`config.mk`:
```
export PLATFORM = sky130hd
export DESIGN_NAME = transfer_encoding_decoder_flat
export DESIGN_NICKNAME = d
export VERILOG_FILES = /design/src/rtl/ted_pkg.sv /design/src/rtl/ted_channels.sv /design/src/rtl/ted_core.sv /design/src/rtl/ted_drain.sv /design/src/rtl/transfer_encoding_decoder.sv /design/src/flat_wrapper.sv
export VERILOG_INCLUDE_DIRS = /design/src /design/src/rtl
export SDC_FILE = /design/constraint.sdc
export NUM_CORES = 1
export LEC_CHECK = 0
export ABC_AREA = 1
export ABC_CLOCK_PERIOD_IN_PS = 4900
export BUFFER_PORTS_ARGS = -buffer_cell sky130_fd_sc_hd__buf_2
export CAP_MARGIN = 20
export CORE_UTILIZATION = 56
export DETAILED_ROUTE_END_ITERATION = 6
export GPL_TIMING_DRIVEN = 0
export HOLD_SLACK_MARGIN = 0.05
export PLACE_DENSITY_LB_ADDON = 0.08
export SYNTH_ARGS = -nofsm -noshare
export SYNTH_HDL_FRONTEND = slang
export SYNTH_SLANG_ARGS = --single-unit
```
`constraint.sdc`:
```
create_clock -name clock -period 4.9 [get_ports clock]
set_input_delay 0.245 -clock clock [delete_from_list [all_inputs] [get_ports clock]]
set_output_delay 0.245 -clock clock [all_outputs]
set_load 0.05 [all_outputs]
```
`src/rtl/assert_macros.svh`:
```
// assertion macros shared by the decoder rtl
// expects signals named clock and reset in the including scope
`ifndef ASSERT_MACROS_SVH
`define ASSERT_MACROS_SVH

// property checked on every rising clock edge outside reset
`define ASSERT_ALWAYS(label, prop, msg) \
   label: assert property (@(posedge clock) disable iff (reset) (prop)) else $error(msg);

// consequent required in the cycle after the antecedent
`define ASSERT_NEXT(label, ante, cons, msg) \
   label: assert property (@(posedge clock) disable iff (reset) (ante) |=> (cons)) \
      else $error(msg);

`endif

```
`src/rtl/ted_pkg.sv`:
```
// shared types, character codes and lookup functions for the decoder
// used by ted_core, ted_drain and transfer_encoding_decoder
package ted_pkg;

   // decode modes held in the mode register
   localparam logic [1:0] MODE_PASS = 2'd0;
   localparam logic [1:0] MODE_QP   = 2'd1;
   localparam logic [1:0] MODE_B64  = 2'd2;

   // character codes
   localparam logic [7:0] CH_EQ = 8'h3D;
   localparam logic [7:0] CH_CR = 8'h0D;
   localparam logic [7:0] CH_LF = 8'h0A;

   // hex value marker for a non-hex character
   localparam logic [4:0] HEX_NONE = 5'd16;

   // base64 lookup markers
   localparam logic [6:0] SEXTET_PAD  = 7'd64;
   localparam logic [6:0] SEXTET_JUNK = 7'd65;

   // up to three results released by one request
   typedef struct packed {
      logic [2:0][7:0] data;
      logic [1:0]      count;
      logic            empty;
      logic            msg_end;
   } burst_type;

   // 0..15 for a hex digit of either case, HEX_NONE otherwise
   function automatic logic [4:0] hex_value(input logic [7:0] c);
      logic [4:0] v;
      v = HEX_NONE;
      if (c >= 8'h30 && c <= 8'h39) v = 5'(c - 8'h30);
      else if (c >= 8'h41 && c <= 8'h46) v = 5'(c - 8'h41 + 8'd10);
      else if (c >= 8'h61 && c <= 8'h66) v = 5'(c - 8'h61 + 8'd10);
      return v;
   endfunction

   // 0..63 for the base64 alphabet, SEXTET_PAD for '=', SEXTET_JUNK otherwise
   function automatic logic [6:0] sextet_value(input logic [7:0] c);
      logic [6:0] v;
      v = SEXTET_JUNK;
      if (c >= 8'h41 && c <= 8'h5A) v = 7'(c - 8'h41);
      else if (c >= 8'h61 && c <= 8'h7A) v = 7'(c - 8'h61 + 8'd26);
      else if (c >= 8'h30 && c <= 8'h39) v = 7'(c - 8'h30 + 8'd52);
      else if (c == 8'h2B) v = 7'd62;
      else if (c == 8'h2F) v = 7'd63;
      else if (c == CH_EQ) v = SEXTET_PAD;
      return v;
   endfunction

endpackage

```
`src/rtl/ted_channels.sv`:
```
// valid/ready channel interfaces for requests, results and the mode register
// no dependencies
interface ted_req_if;
   logic       valid;
   logic       ready;
   logic [7:0] in_byte;
   logic       last_byte;
   modport source (output valid, output in_byte, output last_byte, input ready);
   modport sink (input valid, input in_byte, input last_byte, output ready);
endinterface

interface ted_rsp_if #(parameter int COUNT_WIDTH = 24);
   logic                   valid;
   logic                   ready;
   logic [7:0]             out_byte;
   logic                   byte_valid;
   logic                   run_last;
   logic                   message_end;
   logic [COUNT_WIDTH-1:0] total_bytes;
   modport source (output valid, output out_byte, output byte_valid, output run_last,
      output message_end, output total_bytes, input ready);
   modport sink (input valid, input out_byte, input byte_valid, input run_last,
      input message_end, input total_bytes, output ready);
endinterface

interface ted_csr_if;
   logic       valid;
   logic       ready;
   logic [1:0] decode_mode;
   modport source (output valid, output decode_mode, input ready);
   modport sink (input valid, input decode_mode, output ready);
endinterface

```
`src/rtl/ted_core.sv`:
```
// decode logic and message state: turns one request into up to three results
// depends on ted_pkg
module ted_core #(
   parameter int COUNT_WIDTH = 24
) (
   input  logic                   clock,
   input  logic                   reset,
   input  logic                   take,
   input  logic [7:0]             in_byte,
   input  logic                   last_byte,
   input  logic [1:0]             decode_mode,
   output ted_pkg::burst_type     burst,
   output logic [COUNT_WIDTH-1:0] count_base
);

   typedef enum logic [1:0] {
      PH_TEXT,
      PH_EQ,
      PH_DIGIT,
      PH_EQ_CR
   } phase_type;

   localparam logic [COUNT_WIDTH-1:0] COUNT_MAX = {COUNT_WIDTH{1'b1}};

   phase_type              phase_ff, phase_in;
   logic [7:0]             held_ff, held_in;
   logic [17:0]            accum_ff, accum_in;
   logic [1:0]             sextets_ff, sextets_in;
   logic                   padding_ff, padding_in;
   logic [COUNT_WIDTH-1:0] count_ff, count_in;

   assign count_base = count_ff;

   // next state and released bytes for the request on the inputs
   always_comb begin
      logic [2:0]             n;
      logic [4:0]             hv_c;
      logic [4:0]             hv_h;
      logic [6:0]             sv;
      logic [23:0]            full;
      logic [COUNT_WIDTH+1:0] sum;

      n          = 3'd0;
      hv_c       = ted_pkg::hex_value(in_byte);
      hv_h       = ted_pkg::hex_value(held_ff);
      sv         = ted_pkg::sextet_value(in_byte);
      full       = {accum_ff, sv[5:0]};
      burst      = '0;
      phase_in   = phase_ff;
      held_in    = held_ff;
      accum_in   = accum_ff;
      sextets_in = sextets_ff;
      padding_in = padding_ff;

      case (decode_mode)
         // quoted-printable
         ted_pkg::MODE_QP: begin
            case (phase_ff)
               PH_TEXT: begin
                  if (in_byte == ted_pkg::CH_EQ) begin
                     phase_in = PH_EQ;
                  end else begin
                     phase_in = PH_TEXT;
                     burst.data[n[1:0]] = in_byte;
                     n = n + 3'd1;
                  end
               end
               PH_EQ: begin
                  if (in_byte == ted_pkg::CH_CR) begin
                     phase_in = PH_EQ_CR;
                  end else if (in_byte == ted_pkg::CH_LF) begin
                     phase_in = PH_TEXT;
                  end else if (hv_c != ted_pkg::HEX_NONE) begin
                     held_in  = in_byte;
                     phase_in = PH_DIGIT;
                  end else begin
                     // broken escape: literal '=', then the character as text, or a new escape if it is '='
                     burst.data[n[1:0]] = ted_pkg::CH_EQ;
                     n = n + 3'd1;
                     if (in_byte == ted_pkg::CH_EQ) begin
                        phase_in = PH_EQ;
                     end else begin
                        phase_in = PH_TEXT;
                        burst.data[n[1:0]] = in_byte;
                        n = n + 3'd1;
                     end
                  end
               end
               PH_DIGIT: begin
                  if (hv_c != ted_pkg::HEX_NONE) begin
                     phase_in = PH_TEXT;
                     burst.data[n[1:0]] = {hv_h[3:0], hv_c[3:0]};
                     n = n + 3'd1;
                  end else begin
                     // broken escape: literal '=' and held digit, then text or a new escape on '='
                     burst.data[n[1:0]] = ted_pkg::CH_EQ;
                     n = n + 3'd1;
                     burst.data[n[1:0]] = held_ff;
                     n = n + 3'd1;
                     if (in_byte == ted_pkg::CH_EQ) begin
                        phase_in = PH_EQ;
                     end else begin
                        phase_in = PH_TEXT;
                        burst.data[n[1:0]] = in_byte;
                        n = n + 3'd1;
                     end
                  end
               end
               default: begin
                  // after '=' CR: a LF completes the soft break
                  phase_in = PH_TEXT;
                  if (in_byte == ted_pkg::CH_EQ) begin
                     phase_in = PH_EQ;
                  end else if (in_byte != ted_pkg::CH_LF) begin
                     burst.data[n[1:0]] = in_byte;
                     n = n + 3'd1;
                  end
               end
            endcase
            // flush a pending escape at message end
            if (last_byte) begin
               if (phase_in == PH_EQ) begin
                  burst.data[n[1:0]] = ted_pkg::CH_EQ;
                  n = n + 3'd1;
               end else if (phase_in == PH_DIGIT) begin
                  burst.data[n[1:0]] = ted_pkg::CH_EQ;
                  n = n + 3'd1;
                  burst.data[n[1:0]] = held_in;
                  n = n + 3'd1;
               end
            end
         end
         // base64
         ted_pkg::MODE_B64: begin
            if (!padding_ff) begin
               if (sv == ted_pkg::SEXTET_PAD) begin
                  if (sextets_ff == 2'd2) begin
                     burst.data[0] = accum_ff[11:4];
                     n = 3'd1;
                  end else if (sextets_ff == 2'd3) begin
                     burst.data[0] = accum_ff[17:10];
                     burst.data[1] = accum_ff[9:2];
                     n = 3'd2;
                  end
                  padding_in = 1'b1;
                  accum_in   = '0;
                  sextets_in = 2'd0;
               end else if (sv != ted_pkg::SEXTET_JUNK) begin
                  if (sextets_ff == 2'd3) begin
                     burst.data[0] = full[23:16];
                     burst.data[1] = full[15:8];
                     burst.data[2] = full[7:0];
                     n = 3'd3;
                     accum_in   = '0;
                     sextets_in = 2'd0;
                  end else begin
                     accum_in   = {accum_ff[11:0], sv[5:0]};
                     sextets_in = sextets_ff + 2'd1;
                  end
               end
            end
         end
         // pass-through, also for the unused mode code
         default: begin
            burst.data[0] = in_byte;
            n = 3'd1;
         end
      endcase

      // saturating byte count after this request
      sum = {2'b00, count_ff} + (COUNT_WIDTH+2)'(n);
      if (sum[COUNT_WIDTH+1:COUNT_WIDTH] != 2'b00) count_in = COUNT_MAX;
      else count_in = sum[COUNT_WIDTH-1:0];

      // closing result of the message
      burst.count   = n[1:0];
      burst.msg_end = last_byte;
      if (last_byte && n == 3'd0) begin
         burst.count = 2'd1;
         burst.empty = 1'b1;
      end
   end

   // message state, cleared by reset and by the last request of a message
   always_ff @(posedge clock) begin
      if (reset) begin
         phase_ff   <= PH_TEXT;
         held_ff    <= '0;
         accum_ff   <= '0;
         sextets_ff <= 2'd0;
         padding_ff <= 1'b0;
         count_ff   <= '0;
      end else if (take) begin
         if (last_byte) begin
            phase_ff   <= PH_TEXT;
            held_ff    <= '0;
            accum_ff   <= '0;
            sextets_ff <= 2'd0;
            padding_ff <= 1'b0;
            count_ff   <= '0;
         end else begin
            phase_ff   <= phase_in;
            held_ff    <= held_in;
            accum_ff   <= accum_in;
            sextets_ff <= sextets_in;
            padding_ff <= padding_in;
            count_ff   <= count_in;
         end
      end
   end

endmodule

```
`src/rtl/ted_drain.sv`:
```
// result register: holds one request's results and hands them out in order
// depends on ted_pkg and ted_rsp_if
module ted_drain #(
   parameter int COUNT_WIDTH = 24
) (
   input  logic                   clock,
   input  logic                   reset,
   input  logic                   load,
   input  ted_pkg::burst_type     burst,
   input  logic [COUNT_WIDTH-1:0] count_base,
   output logic                   free,
   ted_rsp_if.source              rsp
);

   localparam logic [COUNT_WIDTH-1:0] COUNT_MAX = {COUNT_WIDTH{1'b1}};

   ted_pkg::burst_type     burst_ff;
   logic [COUNT_WIDTH-1:0] base_ff;
   logic                   valid_ff, valid_in;
   logic [1:0]             idx_ff, idx_in;
   logic                   last_res;
   logic [COUNT_WIDTH+1:0] sum;

   assign last_res = (idx_ff == burst_ff.count - 2'd1);
   assign free     = !valid_ff || (rsp.ready && last_res);

   // result fields for the entry being offered
   assign sum             = {2'b00, base_ff} + (COUNT_WIDTH+2)'(idx_ff) + 1'b1;
   assign rsp.valid       = valid_ff;
   assign rsp.out_byte    = burst_ff.empty ? 8'h00 : burst_ff.data[idx_ff];
   assign rsp.byte_valid  = !burst_ff.empty;
   assign rsp.run_last    = last_res;
   assign rsp.message_end = burst_ff.msg_end && last_res;
   always_comb begin
      if (burst_ff.empty) rsp.total_bytes = base_ff;
      else if (sum[COUNT_WIDTH+1:COUNT_WIDTH] != 2'b00) rsp.total_bytes = COUNT_MAX;
      else rsp.total_bytes = sum[COUNT_WIDTH-1:0];
   end

   // occupancy and read index
   always_comb begin
      valid_in = valid_ff;
      idx_in   = idx_ff;
      if (load) begin
         valid_in = 1'b1;
         idx_in   = 2'd0;
      end else if (valid_ff && rsp.ready) begin
         if (last_res) valid_in = 1'b0;
         else idx_in = idx_ff + 2'd1;
      end
   end

   always_ff @(posedge clock) begin
      if (reset) begin
         valid_ff <= 1'b0;
         idx_ff   <= 2'd0;
      end else begin
         valid_ff <= valid_in;
         idx_ff   <= idx_in;
      end
   end

   // payload
   always_ff @(posedge clock) begin
      if (load) begin
         burst_ff <= burst;
         base_ff  <= count_base;
      end
   end

endmodule

```
`src/rtl/transfer_encoding_decoder.sv`:
```
// the first result of a request is registered and offered in the cycle after the request is taken
// throughput: one request per cycle while each releases at most one result and results are
//   taken; a request releasing more holds the request channel until the result register is free
// reset: synchronous, clears message state, empties the result register and sets pass-through mode
// holds the mode register and joins ted_core and ted_drain; depends on ted_pkg,
//   the channel interfaces and assert_macros.svh
`include "assert_macros.svh"

module transfer_encoding_decoder #(
   parameter int COUNT_WIDTH = 24
) (
   input logic       clock,
   input logic       reset,
   ted_req_if.sink   req_bus,
   ted_rsp_if.source rsp_bus,
   ted_csr_if.sink   csr_bus
);

   logic [1:0]             mode_ff, mode_in;
   logic                   take;
   logic                   load;
   logic                   free;
   ted_pkg::burst_type     burst;
   logic [COUNT_WIDTH-1:0] count_base;

   // mode register, always writable
   assign csr_bus.ready = 1'b1;
   assign mode_in = (csr_bus.valid) ? csr_bus.decode_mode : mode_ff;

   always_ff @(posedge clock) begin
      if (reset) begin
         mode_ff <= ted_pkg::MODE_PASS;
      end else begin
         mode_ff <= mode_in;
      end
   end

   // request handshake
   assign req_bus.ready = free;
   assign take = req_bus.valid && req_bus.ready;
   assign load = take && (burst.count != 2'd0);

   ted_core #(.COUNT_WIDTH(COUNT_WIDTH)) u_core (
      .clock       (clock),
      .reset       (reset),
      .take        (take),
      .in_byte     (req_bus.in_byte),
      .last_byte   (req_bus.last_byte),
      .decode_mode (mode_ff),
      .burst       (burst),
      .count_base  (count_base)
   );

   ted_drain #(.COUNT_WIDTH(COUNT_WIDTH)) u_drain (
      .clock      (clock),
      .reset      (reset),
      .load       (load),
      .burst      (burst),
      .count_base (count_base),
      .free       (free),
      .rsp        (rsp_bus)
   );

   // checks
   `ASSERT_ALWAYS(a_empty_closes, !(rsp_bus.valid && !rsp_bus.byte_valid) || (rsp_bus.run_last && rsp_bus.message_end), "empty result that does not close the message")
   `ASSERT_ALWAYS(a_end_on_run_last, !(rsp_bus.valid && rsp_bus.message_end) || rsp_bus.run_last, "message end before the last result of a request")
   `ASSERT_ALWAYS(a_count_nonzero, !(rsp_bus.valid && rsp_bus.byte_valid) || (rsp_bus.total_bytes != '0), "data result with zero byte count")
   `ASSERT_NEXT(a_last_gives_result, req_bus.valid && req_bus.ready && req_bus.last_byte, rsp_bus.valid, "last request produced no result")

endmodule

```
`src/flat_wrapper.sv`:
```
// flat-port wrapper written by rule: the top's interface ports become plain ports
module transfer_encoding_decoder_flat 
#(
   parameter int COUNT_WIDTH = 24
)
  (clock, reset, req_bus_valid, req_bus_in_byte, req_bus_last_byte, req_bus_ready, rsp_bus_valid, rsp_bus_out_byte, rsp_bus_byte_valid, rsp_bus_run_last, rsp_bus_message_end, rsp_bus_total_bytes, rsp_bus_ready, csr_bus_valid, csr_bus_decode_mode, csr_bus_ready);
  ted_req_if req_bus_i ();
  ted_rsp_if #(.COUNT_WIDTH(COUNT_WIDTH)) rsp_bus_i ();
  ted_csr_if csr_bus_i ();
  input logic clock;
  input logic reset;
  input wire logic [$bits(req_bus_i.valid)-1:0] req_bus_valid;
  input wire logic [$bits(req_bus_i.in_byte)-1:0] req_bus_in_byte;
  input wire logic [$bits(req_bus_i.last_byte)-1:0] req_bus_last_byte;
  output wire logic [$bits(req_bus_i.ready)-1:0] req_bus_ready;
  output wire logic [$bits(rsp_bus_i.valid)-1:0] rsp_bus_valid;
  output wire logic [$bits(rsp_bus_i.out_byte)-1:0] rsp_bus_out_byte;
  output wire logic [$bits(rsp_bus_i.byte_valid)-1:0] rsp_bus_byte_valid;
  output wire logic [$bits(rsp_bus_i.run_last)-1:0] rsp_bus_run_last;
  output wire logic [$bits(rsp_bus_i.message_end)-1:0] rsp_bus_message_end;
  output wire logic [$bits(rsp_bus_i.total_bytes)-1:0] rsp_bus_total_bytes;
  input wire logic [$bits(rsp_bus_i.ready)-1:0] rsp_bus_ready;
  input wire logic [$bits(csr_bus_i.valid)-1:0] csr_bus_valid;
  input wire logic [$bits(csr_bus_i.decode_mode)-1:0] csr_bus_decode_mode;
  output wire logic [$bits(csr_bus_i.ready)-1:0] csr_bus_ready;
  assign req_bus_i.valid = req_bus_valid;
  assign req_bus_i.in_byte = req_bus_in_byte;
  assign req_bus_i.last_byte = req_bus_last_byte;
  assign req_bus_ready = req_bus_i.ready;
  assign rsp_bus_valid = rsp_bus_i.valid;
  assign rsp_bus_out_byte = rsp_bus_i.out_byte;
  assign rsp_bus_byte_valid = rsp_bus_i.byte_valid;
  assign rsp_bus_run_last = rsp_bus_i.run_last;
  assign rsp_bus_message_end = rsp_bus_i.message_end;
  assign rsp_bus_total_bytes = rsp_bus_i.total_bytes;
  assign rsp_bus_i.ready = rsp_bus_ready;
  assign csr_bus_i.valid = csr_bus_valid;
  assign csr_bus_i.decode_mode = csr_bus_decode_mode;
  assign csr_bus_ready = csr_bus_i.ready;
  transfer_encoding_decoder #(.COUNT_WIDTH(COUNT_WIDTH)) u_core (.clock(clock), .reset(reset), .req_bus(req_bus_i), .rsp_bus(rsp_bus_i), .csr_bus(csr_bus_i));
endmodule
```
==> results.ini <==
[sta]
slew_violations=0
setup_viol=2
worst_slack_ps=-154
rsz0062_at_grt=true
fmax_mhz=198
fin_crit_ps=5050
setup_tns_ps=-193
fin_crit_sh=1.03
skew_ps=11.6
worst_pin_slew_ps=744
whs_ps=93.7
slew_headroom=0.501
hold_viol=0

[setup_path]
cp-endpoint=u_core.u_core.count_base[21]$_SDFFE_PP0P_
ff2ff_path_depth=24
cp-end-kind=flip-flop
slowest_delay_ps=570
crit_slowest_cell=or4_4
cpMostUsedCell=nand2_1
worst-path-buf-inv=7
crit_arrival_ps=5350
critPathTopFamily=simple AND/OR/NAND/NOR gates
reg2reg_from=u_core.u_core.phase_ff[1]$_SDFFE_PP0P_
crit_path_start_kind=input port
cp.depth=36
crit_type=in -> reg
crit-reg2reg-capture=u_core.u_core.count_base[21]$_SDFFE_PP0P_
ff2ff_setup_slack_ps=260
worst-path-max-fanout=6
cp.required_ps=5190
crit_start=req_bus_in_byte[1]

[logic_synthesis]
synth_nets=1274
synthDistinctLibCells=61
syn_inst=1216
yosys_warnings=0
ys_seq_elements=112
ys_seq_area_frac=0.327
ys_async_sr_fraction=0
synth_edf_count=52
syn_area_um2=8450
synth.avg_cell_area_um2=6.95
synthFlopType=dfxtp_1

[routing]
antenna_left=0
routedWlPerCell_um=17.9
drt_first_pass_iters=7
via_per_inst=5.88
wl_um=26900
via_count=8854
drtIter0Drc=942
drcViolationCount=10

[status]
status=complete, but fails checks
violations=DRC, setup timing

[placed_design]
placed_cell_area_um2=9050
port_buffers=50
pre_cts_ws_ps=-1300
dp_hpwl_um=19800
place_congestion=1.02

[clocking]
cts_tree=yes
cts_root_buffer=clkbuf_16
clkTransAtPathRegs_ps=80
cts_made_buffers=9
clock_latency_ps=360
cts_sinks=112
cts_buffer_depth=2
cts_hold_buf=0
htreeDepth=3

[grt]
grtUsageTotal=0.338
gr-total-overflow=0
grt_pass1_wl_um=41000
grt_pass1_vias=7739
grt_max_degree=44
antenna_found_initial=0

[final_layout]
nets=1374
design_area_um2=10100
final_util=0.688
areaGrowthSynthToFinish_pct=19.1
layout-drive-gt1-share=0.190
final_common_cell=nand2_1
antenna_cells=0
mostFrequentLayoutCells=nand2_1, inv_1, a21oi_1

[job]
maxCapViolCount=0

[floorplanning]
io_pins=54
die_h_um=125
fp.dieW_um=125
coreArea_um2=14600
rows=44
die-area_um2=15600
start_util=0.577

[power_and_ir_drop]
peakVddDrop_uv=266
power.density_nw_per_um2=235
leakagePower_nw=4.20

[min_path]
hold_class=in -> reg

sequential cells by signal, summed over array words and instances, names as in the netlist, 2 cells and up:
name	flops
u_core.u_core.count_base	24
u_core.u_core.accum_ff	18
u_core.u_drain.burst_ff	28
u_core.u_core.sextets_ff	2
u_core.u_core.phase_ff	2
u_core.u_drain.base_ff	24
u_core.u_drain.idx_ff	2
u_core.u_core.held_ff	8
u_core.mode_ff	2
worst min path at each step:
stage | startpoint | endpoint | cells after the start
global placement | req_bus_last_byte | u_core.u_drain.burst_ff[0]$_DFFE_PP_ | 1
CTS | req_bus_last_byte | u_core.u_drain.burst_ff[0]$_DFFE_PP_ | 1
finish | req_bus_last_byte | u_core.u_drain.burst_ff[0]$_DFFE_PP_ | 1
floorplan | req_bus_last_byte | u_core.u_drain.burst_ff[0]$_DFFE_PP_ | 0
detailed placement | req_bus_last_byte | u_core.u_drain.burst_ff[0]$_DFFE_PP_ | 1
global route | req_bus_last_byte | u_core.u_drain.burst_ff[0]$_DFFE_PP_ | 1
area by class of cell:
| type | count | area, um2 |
|---|---|---|
| clock buffer | 11 | 233 |
| fill | 1301 | 4580 |
| sequential | 112 | 2760 |
| clock inverter | 5 | 46.3 |
| inverter | 149 | 616 |
| tap | 184 | 230 |
| multi-input combinational | 913 | 5360 |
| buffer | 42 | 228 |
| timing repair buffer | 89 | 594 |
worst register-to-register path, stage by stage (launching register included):
cell      delay (ps)
dfxtp_1          450
inv_1             90
ha_1             270
clkbuf_1         420
inv_1            170
nor2_2           230
nand2_4          100
nand2_2          100
nand3_4          110
nand2_2          110
nand4_1          260
inv_2            150
ha_4             170
a21oi_2           70
inv_2             60
a31oi_4           40
nor3_2           260
nand3_2          150
nor2_4           160
nand2_2           80
or4_4            570
nor3_4           160
xor2_1           160
o21ai_1           80
a21oi_1          150
stage by stage:
stage	cells	total power, mW
global route	1505	2.46
detailed placement	1451	1.60
global placement	1450	1.59
finish	1505	2.37
CTS	1476	2.32
floorplan	1216	1.45
where the power goes:
part / internal, mW / switching [mW] / leakage (nW)
Clock: 0.358 / 0.368 / 0.137
Sequential: 1.04 / 0.0337 / 1.01
Combinational: 0.163 / 0.413 / 3.06
Total: 1.56 / 0.815 / 4.20
Yosys cell counts, drive strengths merged, types with 2 or more instances:
master,count,area [um2]
fa,2,40.0
nand2,290,1130
nand3b,3,22.5
buf,15,96.3
clkinv,4,15.0
a221oi,2,17.5
o221ai,3,26.3
o32ai,3,26.3
o22ai,13,81.3
nor4,4,25.0
nand4,19,125
a31oi,4,31.3
ha,40,500
a32o,3,30.0
nor3,20,133
edfxtp,52,1560
xnor2,6,52.6
o211ai,7,52.6
o21ai,116,588
nand3,72,408
or2,4,25.0
a21boi,2,15.0
dfxtp,60,1200
clkbuf,27,101
o31ai,7,52.6
nor2,123,499
inv,145,544
a21oi,110,551
a211oi,5,37.5
xor2,30,270
a22oi,13,97.6
timing repair:
action / in CTS / in global routing
pin swaps: 7 / 42
cloned: 0 / 1
resized for setup: 21 / 105
endpoints found under the setup margin: 24 / 23
buffers inserted: 9 / 28
cells by family (layout without fill, tap and decap cells):
kind of cell | Yosys count | count (layout) | share of synthesized area
other | 1 | 1 | 0.000444
AOI/OAI and AO/OA | 297 | 297 | 0.199
DFF | 112 | 112 | 0.327
adders and majority gates | 42 | 42 | 0.0640
and+or+nand+nor | 537 | 537 | 0.281
buffers and inverters | 191 | 296 | 0.0896
xor gates and xnor gates | 36 | 36 | 0.0382
per-layer routing:
layer	GRT usage	wire length, um	vias to the layer above
li1	-	-	4302
met1	0.507	12300	4018
met2	0.479	11100	470
met3	0.0717	2840	64
met4	0.107	656	0
met5	0	0	-
No activity file was read; power rests on OpenSTA's default activity.
